<file path="config.mk">
export PLATFORM = sky130hd
export DESIGN_NAME = motor_drive_lifecycle_supervisor
export DESIGN_NICKNAME = d
export VERILOG_FILES = /design/src/rtl/core/mdls_pkg.sv /design/src/rtl/core/mdls_step.sv /design/src/rtl/core/motor_drive_lifecycle_supervisor.sv
export VERILOG_INCLUDE_DIRS = /design/src /design/src/rtl/core
export SDC_FILE = /design/constraint.sdc
export NUM_CORES = 1
export LEC_CHECK = 0
export ABC_CLOCK_PERIOD_IN_PS = 16000
export BUFFER_PORTS_ARGS = -buffer_cell sky130_fd_sc_hd__clkbuf_2
export CAP_MARGIN = 20
export CORE_MARGIN = 5
export CORE_UTILIZATION = 35
export CTS_BUF_LIST = sky130_fd_sc_hd__clkbuf_8
export CTS_CLUSTER_DIAMETER = 40
export DETAILED_ROUTE_END_ITERATION = 8
export SETUP_SLACK_MARGIN = 0.05
export SLEW_MARGIN = 15
export SYNTH_ARGS = -nofsm -noshare
export SYNTH_HDL_FRONTEND = slang
export SYNTH_HIERARCHICAL = 1
export SYNTH_SLANG_ARGS = --single-unit
</file>
<file path="constraint.sdc">
create_clock -name clock -period 16 [get_ports clock]
set_clock_uncertainty 0.2 [all_clocks]
set_input_delay 1.6 -clock clock [delete_from_list [all_inputs] [get_ports clock]]
set_output_delay 1.6 -clock clock [all_outputs]
set_load 0.1 [all_outputs]
</file>
<file path="src/rtl/core/motor_drive_lifecycle_supervisor_defines.svh">
// ---------------------------------------------------------------------------
// Assertion macros for the motor drive lifecycle supervisor
// ---------------------------------------------------------------------------
`ifndef MOTOR_DRIVE_LIFECYCLE_SUPERVISOR_DEFINES_SVH
`define MOTOR_DRIVE_LIFECYCLE_SUPERVISOR_DEFINES_SVH

// Same-cycle implication, held off during reset.
`define MDLS_ASSERT_IMP(label, clk, rst, ante, cons) \
   label: assert property (@(posedge clk) disable iff (rst) (ante) |-> (cons)) \
      else $error("mdls: same-cycle check failed");

// Next-cycle implication, held off during reset.
`define MDLS_ASSERT_NXT(label, clk, rst, ante, cons) \
   label: assert property (@(posedge clk) disable iff (rst) (ante) |=> (cons)) \
      else $error("mdls: next-cycle check failed");

`endif

</file>
<file path="src/rtl/core/mdls_pkg.sv">
// ---------------------------------------------------------------------------
// mdls_pkg
// Types and constants shared by the lifecycle supervisor modules.
// ---------------------------------------------------------------------------
package mdls_pkg;

   typedef enum logic [1:0] {
      LIFE_IDLE  = 2'd0,
      LIFE_CALIB = 2'd1,
      LIFE_RUN   = 2'd2,
      LIFE_FAULT = 2'd3
   } life_type;

   typedef enum logic [1:0] {
      CMD_NONE  = 2'd0,
      CMD_START = 2'd1,
      CMD_STOP  = 2'd2,
      CMD_CLEAR = 2'd3
   } cmd_type;

   typedef enum logic [1:0] {
      CSR_POLE_PAIRS = 2'd0,
      CSR_DIR_INV    = 2'd1,
      CSR_ELEC_ZERO  = 2'd2,
      CSR_CAL_LIMIT  = 2'd3
   } csr_index_type;

   localparam logic [1:0] CAL_BUSY = 2'd0;
   localparam logic [1:0] CAL_DONE = 2'd1;

   localparam int FAULT_W = 7;
   localparam logic [FAULT_W-1:0] FLT_TIMEOUT = 7'h01;
   localparam logic [FAULT_W-1:0] FLT_CALIB   = 7'h02;
   localparam logic [FAULT_W-1:0] FLT_SAMPLE  = 7'h04;
   localparam logic [FAULT_W-1:0] FLT_ANGLE   = 7'h08;
   localparam logic [FAULT_W-1:0] FLT_MATH    = 7'h10;
   localparam logic [FAULT_W-1:0] FLT_COMMIT  = 7'h20;
   localparam logic [FAULT_W-1:0] FLT_PWM     = 7'h40;

   localparam logic [7:0]  POLE_PAIRS_RST = 8'd7;
   localparam logic [15:0] CAL_LIMIT_RST  = 16'd2000;

   typedef struct packed {
      logic [7:0]  pole_pairs;
      logic        direction_inverted;
      logic [31:0] electrical_zero;
      logic [15:0] calibration_limit;
   } cfg_type;

   typedef struct packed {
      cmd_type     command;
      logic [1:0]  calib_status;
      logic        sample_ok;
      logic        angle_valid;
      logic [31:0] mech_angle;
      logic        core_ok;
      logic        duty_commit_ok;
      logic        pwm_enable_ok;
   } item_type;

   typedef struct packed {
      life_type          life_state;
      logic [FAULT_W-1:0] fault_flags;
      logic              power_on;
   } ctl_type;

   typedef struct packed {
      logic emergency_stop;
      logic calibration_begin;
      logic core_reset;
      logic angle_updated;
   } pulse_type;

endpackage

</file>
<file path="src/rtl/core/mdls_step.sv">
// ---------------------------------------------------------------------------
// mdls_step
// One control tick: apply the command, then run the step of the new state.
// ---------------------------------------------------------------------------
module mdls_step import mdls_pkg::*; #(
   parameter int TICK_WIDTH = 16
) (
   input  cfg_type                cfg,
   input  item_type               item,
   input  ctl_type                ctl_cur,
   input  logic [TICK_WIDTH-1:0]  ticks_cur,
   input  logic [31:0]            angle_cur,
   output ctl_type                ctl_nxt,
   output logic [TICK_WIDTH-1:0]  ticks_nxt,
   output logic [31:0]            angle_nxt,
   output pulse_type              pulses
);

   localparam int CMP_W = 33;

   life_type           cmd_life;
   logic               cmd_power;
   logic               cmd_clear;
   logic               cmd_estop;
   logic               cmd_begin;
   logic [TICK_WIDTH-1:0] cmd_ticks;
   logic [TICK_WIDTH-1:0] ticks_inc;
   logic               tick_expired;

   logic               fault_hit;
   logic [FAULT_W-1:0] fault_mask;
   logic               to_run;
   logic               core_rst;
   logic               upd;
   life_type           life_nxt;

   logic [39:0]        prod;
   logic [31:0]        elec_raw;
   logic [31:0]        elec_calc;

   // command phase
   always_comb begin
      cmd_life  = ctl_cur.life_state;
      cmd_power = ctl_cur.power_on;
      cmd_clear = 1'b0;
      cmd_estop = 1'b0;
      cmd_begin = 1'b0;
      cmd_ticks = ticks_cur;
      unique case (item.command)
         CMD_START: begin
            if (ctl_cur.life_state == LIFE_IDLE) begin
               cmd_begin = 1'b1;
               cmd_ticks = '0;
               cmd_life  = LIFE_CALIB;
            end
         end
         CMD_STOP: begin
            cmd_estop = 1'b1;
            cmd_power = 1'b0;
            cmd_life  = LIFE_IDLE;
         end
         CMD_CLEAR: begin
            if (ctl_cur.life_state == LIFE_FAULT && !ctl_cur.power_on) begin
               cmd_clear = 1'b1;
               cmd_life  = LIFE_IDLE;
            end
         end
         default: ;
      endcase
   end

   // saturating calibration tick count
   assign ticks_inc    = (&cmd_ticks) ? cmd_ticks : cmd_ticks + 1'b1;
   assign tick_expired = CMP_W'(ticks_inc) >= CMP_W'(cfg.calibration_limit);

   // electrical angle: one 32x8 product, optional negate, offset
   assign prod      = 40'(item.mech_angle) * 40'(cfg.pole_pairs);
   assign elec_raw  = cfg.direction_inverted ? (32'd0 - prod[31:0]) : prod[31:0];
   assign elec_calc = elec_raw + cfg.electrical_zero;

   // state step checks, first failure wins
   always_comb begin
      fault_hit  = 1'b0;
      fault_mask = '0;
      to_run     = 1'b0;
      core_rst   = 1'b0;
      upd        = 1'b0;
      ticks_nxt  = cmd_ticks;
      unique case (cmd_life)
         LIFE_CALIB: begin
            ticks_nxt = ticks_inc;
            case (item.calib_status)
               CAL_BUSY: begin
                  if (tick_expired) begin
                     fault_hit  = 1'b1;
                     fault_mask = FLT_TIMEOUT;
                  end
               end
               CAL_DONE: begin
                  core_rst = 1'b1;
                  if (!item.duty_commit_ok) begin
                     fault_hit  = 1'b1;
                     fault_mask = FLT_COMMIT;
                  end else if (!item.pwm_enable_ok) begin
                     fault_hit  = 1'b1;
                     fault_mask = FLT_PWM;
                  end else begin
                     to_run = 1'b1;
                  end
               end
               default: begin
                  fault_hit  = 1'b1;
                  fault_mask = FLT_CALIB;
               end
            endcase
         end
         LIFE_RUN: begin
            if (!item.sample_ok) begin
               fault_hit  = 1'b1;
               fault_mask = FLT_SAMPLE;
            end else if (!item.angle_valid) begin
               fault_hit  = 1'b1;
               fault_mask = FLT_ANGLE;
            end else begin
               upd = 1'b1;
               if (!item.core_ok) begin
                  fault_hit  = 1'b1;
                  fault_mask = FLT_MATH;
               end else if (!item.duty_commit_ok) begin
                  fault_hit  = 1'b1;
                  fault_mask = FLT_COMMIT;
               end
            end
         end
         default: ;
      endcase
   end

   // next state
   always_comb begin
      if (fault_hit) begin
         life_nxt = LIFE_FAULT;
      end else if (to_run) begin
         life_nxt = LIFE_RUN;
      end else begin
         life_nxt = cmd_life;
      end
   end

   // outputs
   always_comb begin
      ctl_nxt.life_state  = life_nxt;
      ctl_nxt.fault_flags = (cmd_clear ? '0 : ctl_cur.fault_flags) | fault_mask;
      if (fault_hit) begin
         ctl_nxt.power_on = 1'b0;
      end else if (to_run) begin
         ctl_nxt.power_on = 1'b1;
      end else begin
         ctl_nxt.power_on = cmd_power;
      end
      angle_nxt                = upd ? elec_calc : angle_cur;
      pulses.emergency_stop    = cmd_estop | fault_hit;
      pulses.calibration_begin = cmd_begin;
      pulses.core_reset        = core_rst;
      pulses.angle_updated     = upd;
   end

endmodule

</file>
<file path="src/rtl/core/motor_drive_lifecycle_supervisor.sv">
// ---------------------------------------------------------------------------
// motor_drive_lifecycle_supervisor
// Per-tick lifecycle control of a motor drive: idle, calibrating, running,
// fault, with sticky fault bits, PWM enable and electrical angle.
// ---------------------------------------------------------------------------
// Usage:
//  - Input channel req_*: one word per control tick carrying the command and
//    the status flags of the sampling, calibration, core and PWM stages.
//  - Result channel rsp_*: one word per input word, in order, carrying state
//    after the tick, sticky faults, PWM flag, pulses and electrical angle.
//  - csr_*: write-only register port (pole pairs, direction, zero offset,
//    calibration limit); write only while no word is in flight.
//  - Path: a word sits in the input register, then the tick logic (one 32x8
//    multiply, add and flag checks) loads the result register and the
//    lifecycle state together.
//  - Throughput: one word per cycle while rsp_ready stays high.
//  - Stall: with rsp_ready low the result word holds; one more word parks in
//    the input register, then req_ready drops until the result drains.
//  - Reset: state idle, faults clear, PWM off, angle zero, registers to their
//    defaults (pole pairs 7, limit 2000); both pipeline stages empty.
// ---------------------------------------------------------------------------
module motor_drive_lifecycle_supervisor import mdls_pkg::*; #(
   parameter int TICK_WIDTH = 16
) (
   input  logic        clock,
   input  logic        reset,
   // input channel
   input  logic        req_valid,
   output logic        req_ready,
   input  logic [1:0]  req_command,
   input  logic [1:0]  req_calib_status,
   input  logic        req_sample_ok,
   input  logic        req_angle_valid,
   input  logic [31:0] req_mech_angle,
   input  logic        req_core_ok,
   input  logic        req_duty_commit_ok,
   input  logic        req_pwm_enable_ok,
   // result channel
   output logic        rsp_valid,
   input  logic        rsp_ready,
   output logic [1:0]  rsp_run_state,
   output logic [6:0]  rsp_fault_bits,
   output logic        rsp_pwm_enabled,
   output logic        rsp_emergency_stop,
   output logic        rsp_calibration_begin,
   output logic        rsp_core_reset,
   output logic [31:0] rsp_electrical_angle,
   output logic        rsp_angle_updated,
   // register port
   input  logic        csr_we,
   input  logic [1:0]  csr_index,
   input  logic [31:0] csr_wdata
);

`include "motor_drive_lifecycle_supervisor_defines.svh"

   // register file
   cfg_type cfg_ff;

   always_ff @(posedge clock) begin
      if (reset) begin
         cfg_ff.pole_pairs         <= POLE_PAIRS_RST;
         cfg_ff.direction_inverted <= 1'b0;
         cfg_ff.electrical_zero    <= '0;
         cfg_ff.calibration_limit  <= CAL_LIMIT_RST;
      end else if (csr_we) begin
         unique case (csr_index_type'(csr_index))
            CSR_POLE_PAIRS: cfg_ff.pole_pairs         <= csr_wdata[7:0];
            CSR_DIR_INV:    cfg_ff.direction_inverted <= csr_wdata[0];
            CSR_ELEC_ZERO:  cfg_ff.electrical_zero    <= csr_wdata;
            CSR_CAL_LIMIT:  cfg_ff.calibration_limit  <= csr_wdata[15:0];
            default: ;
         endcase
      end
   end

   // pipeline control
   logic     in_valid_ff;
   item_type item_ff;
   logic     out_valid_ff;
   logic     advance;

   // advance the input word into the result register when that slot is free
   assign advance   = in_valid_ff && (!out_valid_ff || rsp_ready);
   assign req_ready = !in_valid_ff || advance;

   always_ff @(posedge clock) begin
      if (reset) begin
         in_valid_ff <= 1'b0;
      end else if (req_ready) begin
         in_valid_ff <= req_valid;
      end
   end

   // input payload: capture on accept, hold otherwise
   always_ff @(posedge clock) begin
      if (req_valid && req_ready) begin
         item_ff.command        <= cmd_type'(req_command);
         item_ff.calib_status   <= req_calib_status;
         item_ff.sample_ok      <= req_sample_ok;
         item_ff.angle_valid    <= req_angle_valid;
         item_ff.mech_angle     <= req_mech_angle;
         item_ff.core_ok        <= req_core_ok;
         item_ff.duty_commit_ok <= req_duty_commit_ok;
         item_ff.pwm_enable_ok  <= req_pwm_enable_ok;
      end
   end

   // lifecycle state
   ctl_type               ctl_ff;
   ctl_type               ctl_in;
   logic [TICK_WIDTH-1:0] ticks_ff;
   logic [TICK_WIDTH-1:0] ticks_in;
   logic [31:0]           angle_ff;
   logic [31:0]           angle_in;
   pulse_type             pulses_in;

   mdls_step #(
      .TICK_WIDTH (TICK_WIDTH)
   ) u_step (
      .cfg       (cfg_ff),
      .item      (item_ff),
      .ctl_cur   (ctl_ff),
      .ticks_cur (ticks_ff),
      .angle_cur (angle_ff),
      .ctl_nxt   (ctl_in),
      .ticks_nxt (ticks_in),
      .angle_nxt (angle_in),
      .pulses    (pulses_in)
   );

   // commit the tick's state only when its word moves to the result stage
   always_ff @(posedge clock) begin
      if (reset) begin
         ctl_ff.life_state  <= LIFE_IDLE;
         ctl_ff.fault_flags <= '0;
         ctl_ff.power_on    <= 1'b0;
         ticks_ff           <= '0;
         angle_ff           <= '0;
      end else if (advance) begin
         ctl_ff   <= ctl_in;
         ticks_ff <= ticks_in;
         angle_ff <= angle_in;
      end
   end

   // result register
   pulse_type pulses_ff;

   always_ff @(posedge clock) begin
      if (reset) begin
         out_valid_ff <= 1'b0;
      end else if (advance) begin
         out_valid_ff <= 1'b1;
      end else if (rsp_ready) begin
         out_valid_ff <= 1'b0;
      end
   end

   always_ff @(posedge clock) begin
      if (advance) begin
         pulses_ff <= pulses_in;
      end
   end

   // state registers double as the result payload of the last tick
   assign rsp_valid             = out_valid_ff;
   assign rsp_run_state         = ctl_ff.life_state;
   assign rsp_fault_bits        = ctl_ff.fault_flags;
   assign rsp_pwm_enabled       = ctl_ff.power_on;
   assign rsp_electrical_angle  = angle_ff;
   assign rsp_emergency_stop    = pulses_ff.emergency_stop;
   assign rsp_calibration_begin = pulses_ff.calibration_begin;
   assign rsp_core_reset        = pulses_ff.core_reset;
   assign rsp_angle_updated     = pulses_ff.angle_updated;

   // checks
   `MDLS_ASSERT_IMP(a_pwm_only_running, clock, reset, 1'b1,
      ctl_ff.power_on == (ctl_ff.life_state == LIFE_RUN))
   `MDLS_ASSERT_IMP(a_begin_leaves_idle, clock, reset,
      rsp_valid && rsp_calibration_begin, rsp_run_state != LIFE_IDLE)
   `MDLS_ASSERT_IMP(a_core_reset_outcome, clock, reset, rsp_valid && rsp_core_reset,
      rsp_run_state == LIFE_RUN || rsp_run_state == LIFE_FAULT)
   `MDLS_ASSERT_NXT(a_fault_entry_stops, clock, reset,
      advance && ctl_ff.life_state != LIFE_FAULT && ctl_in.life_state == LIFE_FAULT,
      rsp_emergency_stop && !rsp_pwm_enabled)

endmodule
</file>
==> qor.log <==
[outcome] result of the run finished, final reports clean
[worst_setup_path] CP arrival 8.71 ns
[yosys] post-synthesis async set-or-reset flop share 0%
[yosys] top cell type's share of synthesized area 18.6%
[yosys] number of distinct library cells after synthesis 71
[placement] total of buffers placed on input and output ports 127
[timing] unrepaired setup endpoints after global routing no
[yosys] count of flip-flops with a built-in enable after synthesis 45
[grt] initial antenna violation count 0
[yosys] ranking of synthesized cells by area sky130_fd_sc_hd__fa_1, sky130_fd_sc_hd__dfxtp_1, sky130_fd_sc_hd__edfxtp_1
[clocking] count of H-tree levels built during CTS 4
[yosys] average size of a mapped cell 8.53 sq um
[worst_setup_path] crit path capture type register
[clocking] total setup buffers inserted after CTS 0
[worst_setup_path] Critical Path Start Type register
[placement] post-placement cell count 2644
[grt] vias in the first global route 13700
[grt] global route total overflow 0
[final_layout] count of non-filler cells in the finished layout 2676
[timing] fin. max-slew vios 0
[final_layout] P&R area growth vs syn 9.00%
[die] height of the die 230 microns
[clocking] Max Root-Sink Buffers 2
[drt] DRC viols 0
[yosys] largest area contributor in the netlist sky130_fd_sc_hd__fa_1
[min_path] class of the tightest hold or removal check register to register
[drt] drt first-iter violations 851
[power_and_ir_drop] total power per unit cell area 128 nW/um^2
[worst_setup_path] critical path data required time 16.20 ns
[die] horizontal die dimension 230 microns
[drt] count of antenna-violating nets left after detailed routing 0
[timing] setup-violating endpoint count in the final report 0
[final_layout] fraction of layout instances using a drive strength above 1 9.41%
[die] io pins 128
[final_layout] Post-layout nets 2381
[clocking] Clock Latency Late Sink 0.55 ns
[timing] hold violation total from the final report 0
[yosys] YS warnings 6
[worst_setup_path] biggest cell delay along the critical path 0.96 ns
[clocking] clock slew seen by the registers of the worst setup and hold paths 0.10 ns
[timing] Tightest Pin Transition 1.10 ns
[yosys] Most used DFF post-synth sky130_fd_sc_hd__dfxtp_1
[die] initial standard-cell utilization of the core 35.4%
[timing] remaining max-slew budget at the tightest pin 26.7%
[timing] final period utilization 53.2%
[grt] maximum number of pins on one net before global-route repair 125
[placement] detailed placement HPWL 33900 microns
[die] number of core rows 80
[flow_run] maximum capacitance violations 0
[final_layout] FILL cells 4836
[worst_setup_path] worst-path fanout max 28
[yosys] gate count after technology mapping 1980
[power_and_ir_drop] Lkg Pwr 7.88 nW
[grt] overall routing resource usage 16.9%
[drt] average wire per standard cell 16.6 microns
[grt] global-route wire length before repair 72300 microns
[clocking] clock tree from TritonCTS yes
[worst_setup_path] slowest library cell on the worst path sky130_fd_sc_hd__dfxtp_1
[yosys] cell area after synthesis 16900 sq um
[final_layout] total inserted antenna cells 0
[clocking] total CTS buffers 17
[clocking] root buffer cell sky130_fd_sc_hd__clkbuf_8
[power_and_ir_drop] worst voltage drop across the vdd grid 88.5 uV
[die] DIE AREA 52700 sq um
[clocking] PostCTS Resize Cnt 0
[yosys] Post-Syn Nets 2313
[die] Core Region 47700 sq um
[timing] setup TNS after final layout 0 ns
[yosys] number of synthesized register bits 162
[clocking] sink count of the clock tree 162
[drt] DR vias/cell 5.08
[timing] Peak Freq 118 MHz
[yosys] portion of the post-synthesis area used by sequential elements 21.9%
[placement] global placer's final weighted congestion 0.869
[drt] via count 13600
[drt] 1st-pass router iterations 5
[drt] Total Wirelength 44300 microns
[timing] final critical-path required period 8.51 ns
[worst_setup_path] class of the most critical setup path register to register
[clocking] hold bufs inserted after CTS 0
-- cell usage after synthesis, drive strengths merged (3+ instances only) --
cell	count
nor3	31
o21a	10
and2	167
buf	31
o211a	3
ha	96
o21ai	83
a2111oi	3
clkbuf	59
nor2	74
xnor2	72
or4	3
or3	13
nand2b	126
nand4	18
and3	11
nand3	32
nor3b	3
a21oi	112
mux2i	65
o21bai	9
inv	182
nand3b	3
edfxtp	45
nor2b	11
or2	6
a211oi	12
a21o	35
a31oi	5
and4	6
dfxtp	117
fa	157
nand2	275
nor4	3
o31ai	9
a22o	3
xor2	41
mux2	4
o2111ai	3
o211ai	11
-- layout by cell type, fill, tap and decap left out, types with 41 or more instances in the layout --
cell type and n:
sky130_fd_sc_hd__clkbuf_2 126, sky130_fd_sc_hd__xnor2_1 72, sky130_fd_sc_hd__fa_1 157, sky130_fd_sc_hd__a21oi_1 111
sky130_fd_sc_hd__inv_1 184, sky130_fd_sc_hd__nor2_1 74, sky130_fd_sc_hd__edfxtp_1 45, sky130_fd_sc_hd__mux2i_1 65
sky130_fd_sc_hd__ha_1 96, sky130_fd_sc_hd__xor2_1 41, sky130_fd_sc_hd__dfxtp_1 117, sky130_fd_sc_hd__o21ai_0 82
sky130_fd_sc_hd__and2_1 166, sky130_fd_sc_hd__nand2_1 275, sky130_fd_sc_hd__nand2b_1 126
-- worst max-delay path: cells and delay by family, from the launching register on --
kind	cells	cell delay (ns)
AO/OA/AOI/OAI	6	1.42
XOR/XNOR	3	0.45
flip-flops	1	0.96
adder cells (fa/ha/maj)	6	2.70
AND/OR/NAND/NOR	9	2.37
multiplexers	1	0.06
buffers and inverters	4	0.19
-- cell families (layout without fill, tap and decap cells) --
logic type / after synthesis / count (layout) / synth area share (%)
xor+xnor: 113 / 113 / 5.86
buf+inv: 272 / 353 / 6.59
fa+ha+maj: 253 / 253 / 25.7
flops: 162 / 162 / 21.9
compound gates: 323 / 323 / 11.9
mux: 69 / 69 / 4.12
simple gates: 788 / 788 / 23.9
-- worst paths after layout --
check              from                        to  slack (ns)  depth (start not counted)
max reg2reg  cfg_ff[54]  rsp_electrical_angle[31]        7.49                         29
min reg2reg   cfg_ff[5]                 cfg_ff[5]        0.26                          2
min           cfg_ff[5]                 cfg_ff[5]        0.26                          2
max          cfg_ff[54]  rsp_electrical_angle[31]        7.49                         29
-- area by class of cell --
| cell class | instances | area [sq um] | share of cell area, % |
|---|---|---|---|
| well taps | 615 | 769 | 4.18 |
| clock inverters | 14 | 181 | 0.986 |
| multi-input cells | 1546 | 12100 | 65.8 |
| repair buffers | 139 | 728 | 3.96 |
| inverters | 182 | 683 | 3.71 |
| flip-flops and latches | 162 | 3690 | 20.1 |
| clock buffers | 18 | 248 | 1.35 |
-- through the flow --
stage	power [mW]	setup slack [ns]	utilization, %	cell area, sq um	hold WS [ns]
after CTS	2.35	7.46	38.5	18400	0.262
after global routing	2.56	6.85	38.5	18400	0.290
after global placement	1.97	7.66	37.6	18000	0.244
after floorplan	1.61	8.27	-	16900	0.236
final	2.35	7.49	38.5	18400	0.257
after detailed placement	1.99	7.46	37.6	18000	0.249
-- power breakdown --
group	switching [mW]	leakage [nW]	internal, mW	total, mW
sequential	0.0179	1.39	0.434	0.452
clock	0.182	0.227	0.161	0.344
combinational	0.950	6.27	0.601	1.55
total	1.15	7.88	1.20	2.35
-- registers in the layout, summed over array words and instances (netlist names), 2 cells and up --
name / flops
rsp_run_state: 2
item_ff: 41
ticks_ff: 16
rsp_electrical_angle: 32
cfg_ff: 57
rsp_fault_bits: 7
-- metal layers --
metal	GRT usage [%]	up-vias	share of wire (%)	wire length [microns]
li1	-	6648	-	-
met1	23.0	6587	47	20700
met2	27.3	297	47	20700
met3	3.88	49	5.0	2230
met4	4.28	0	1.7	737
met5	0	-	0	0
Power figures use the tool's default switching activity.
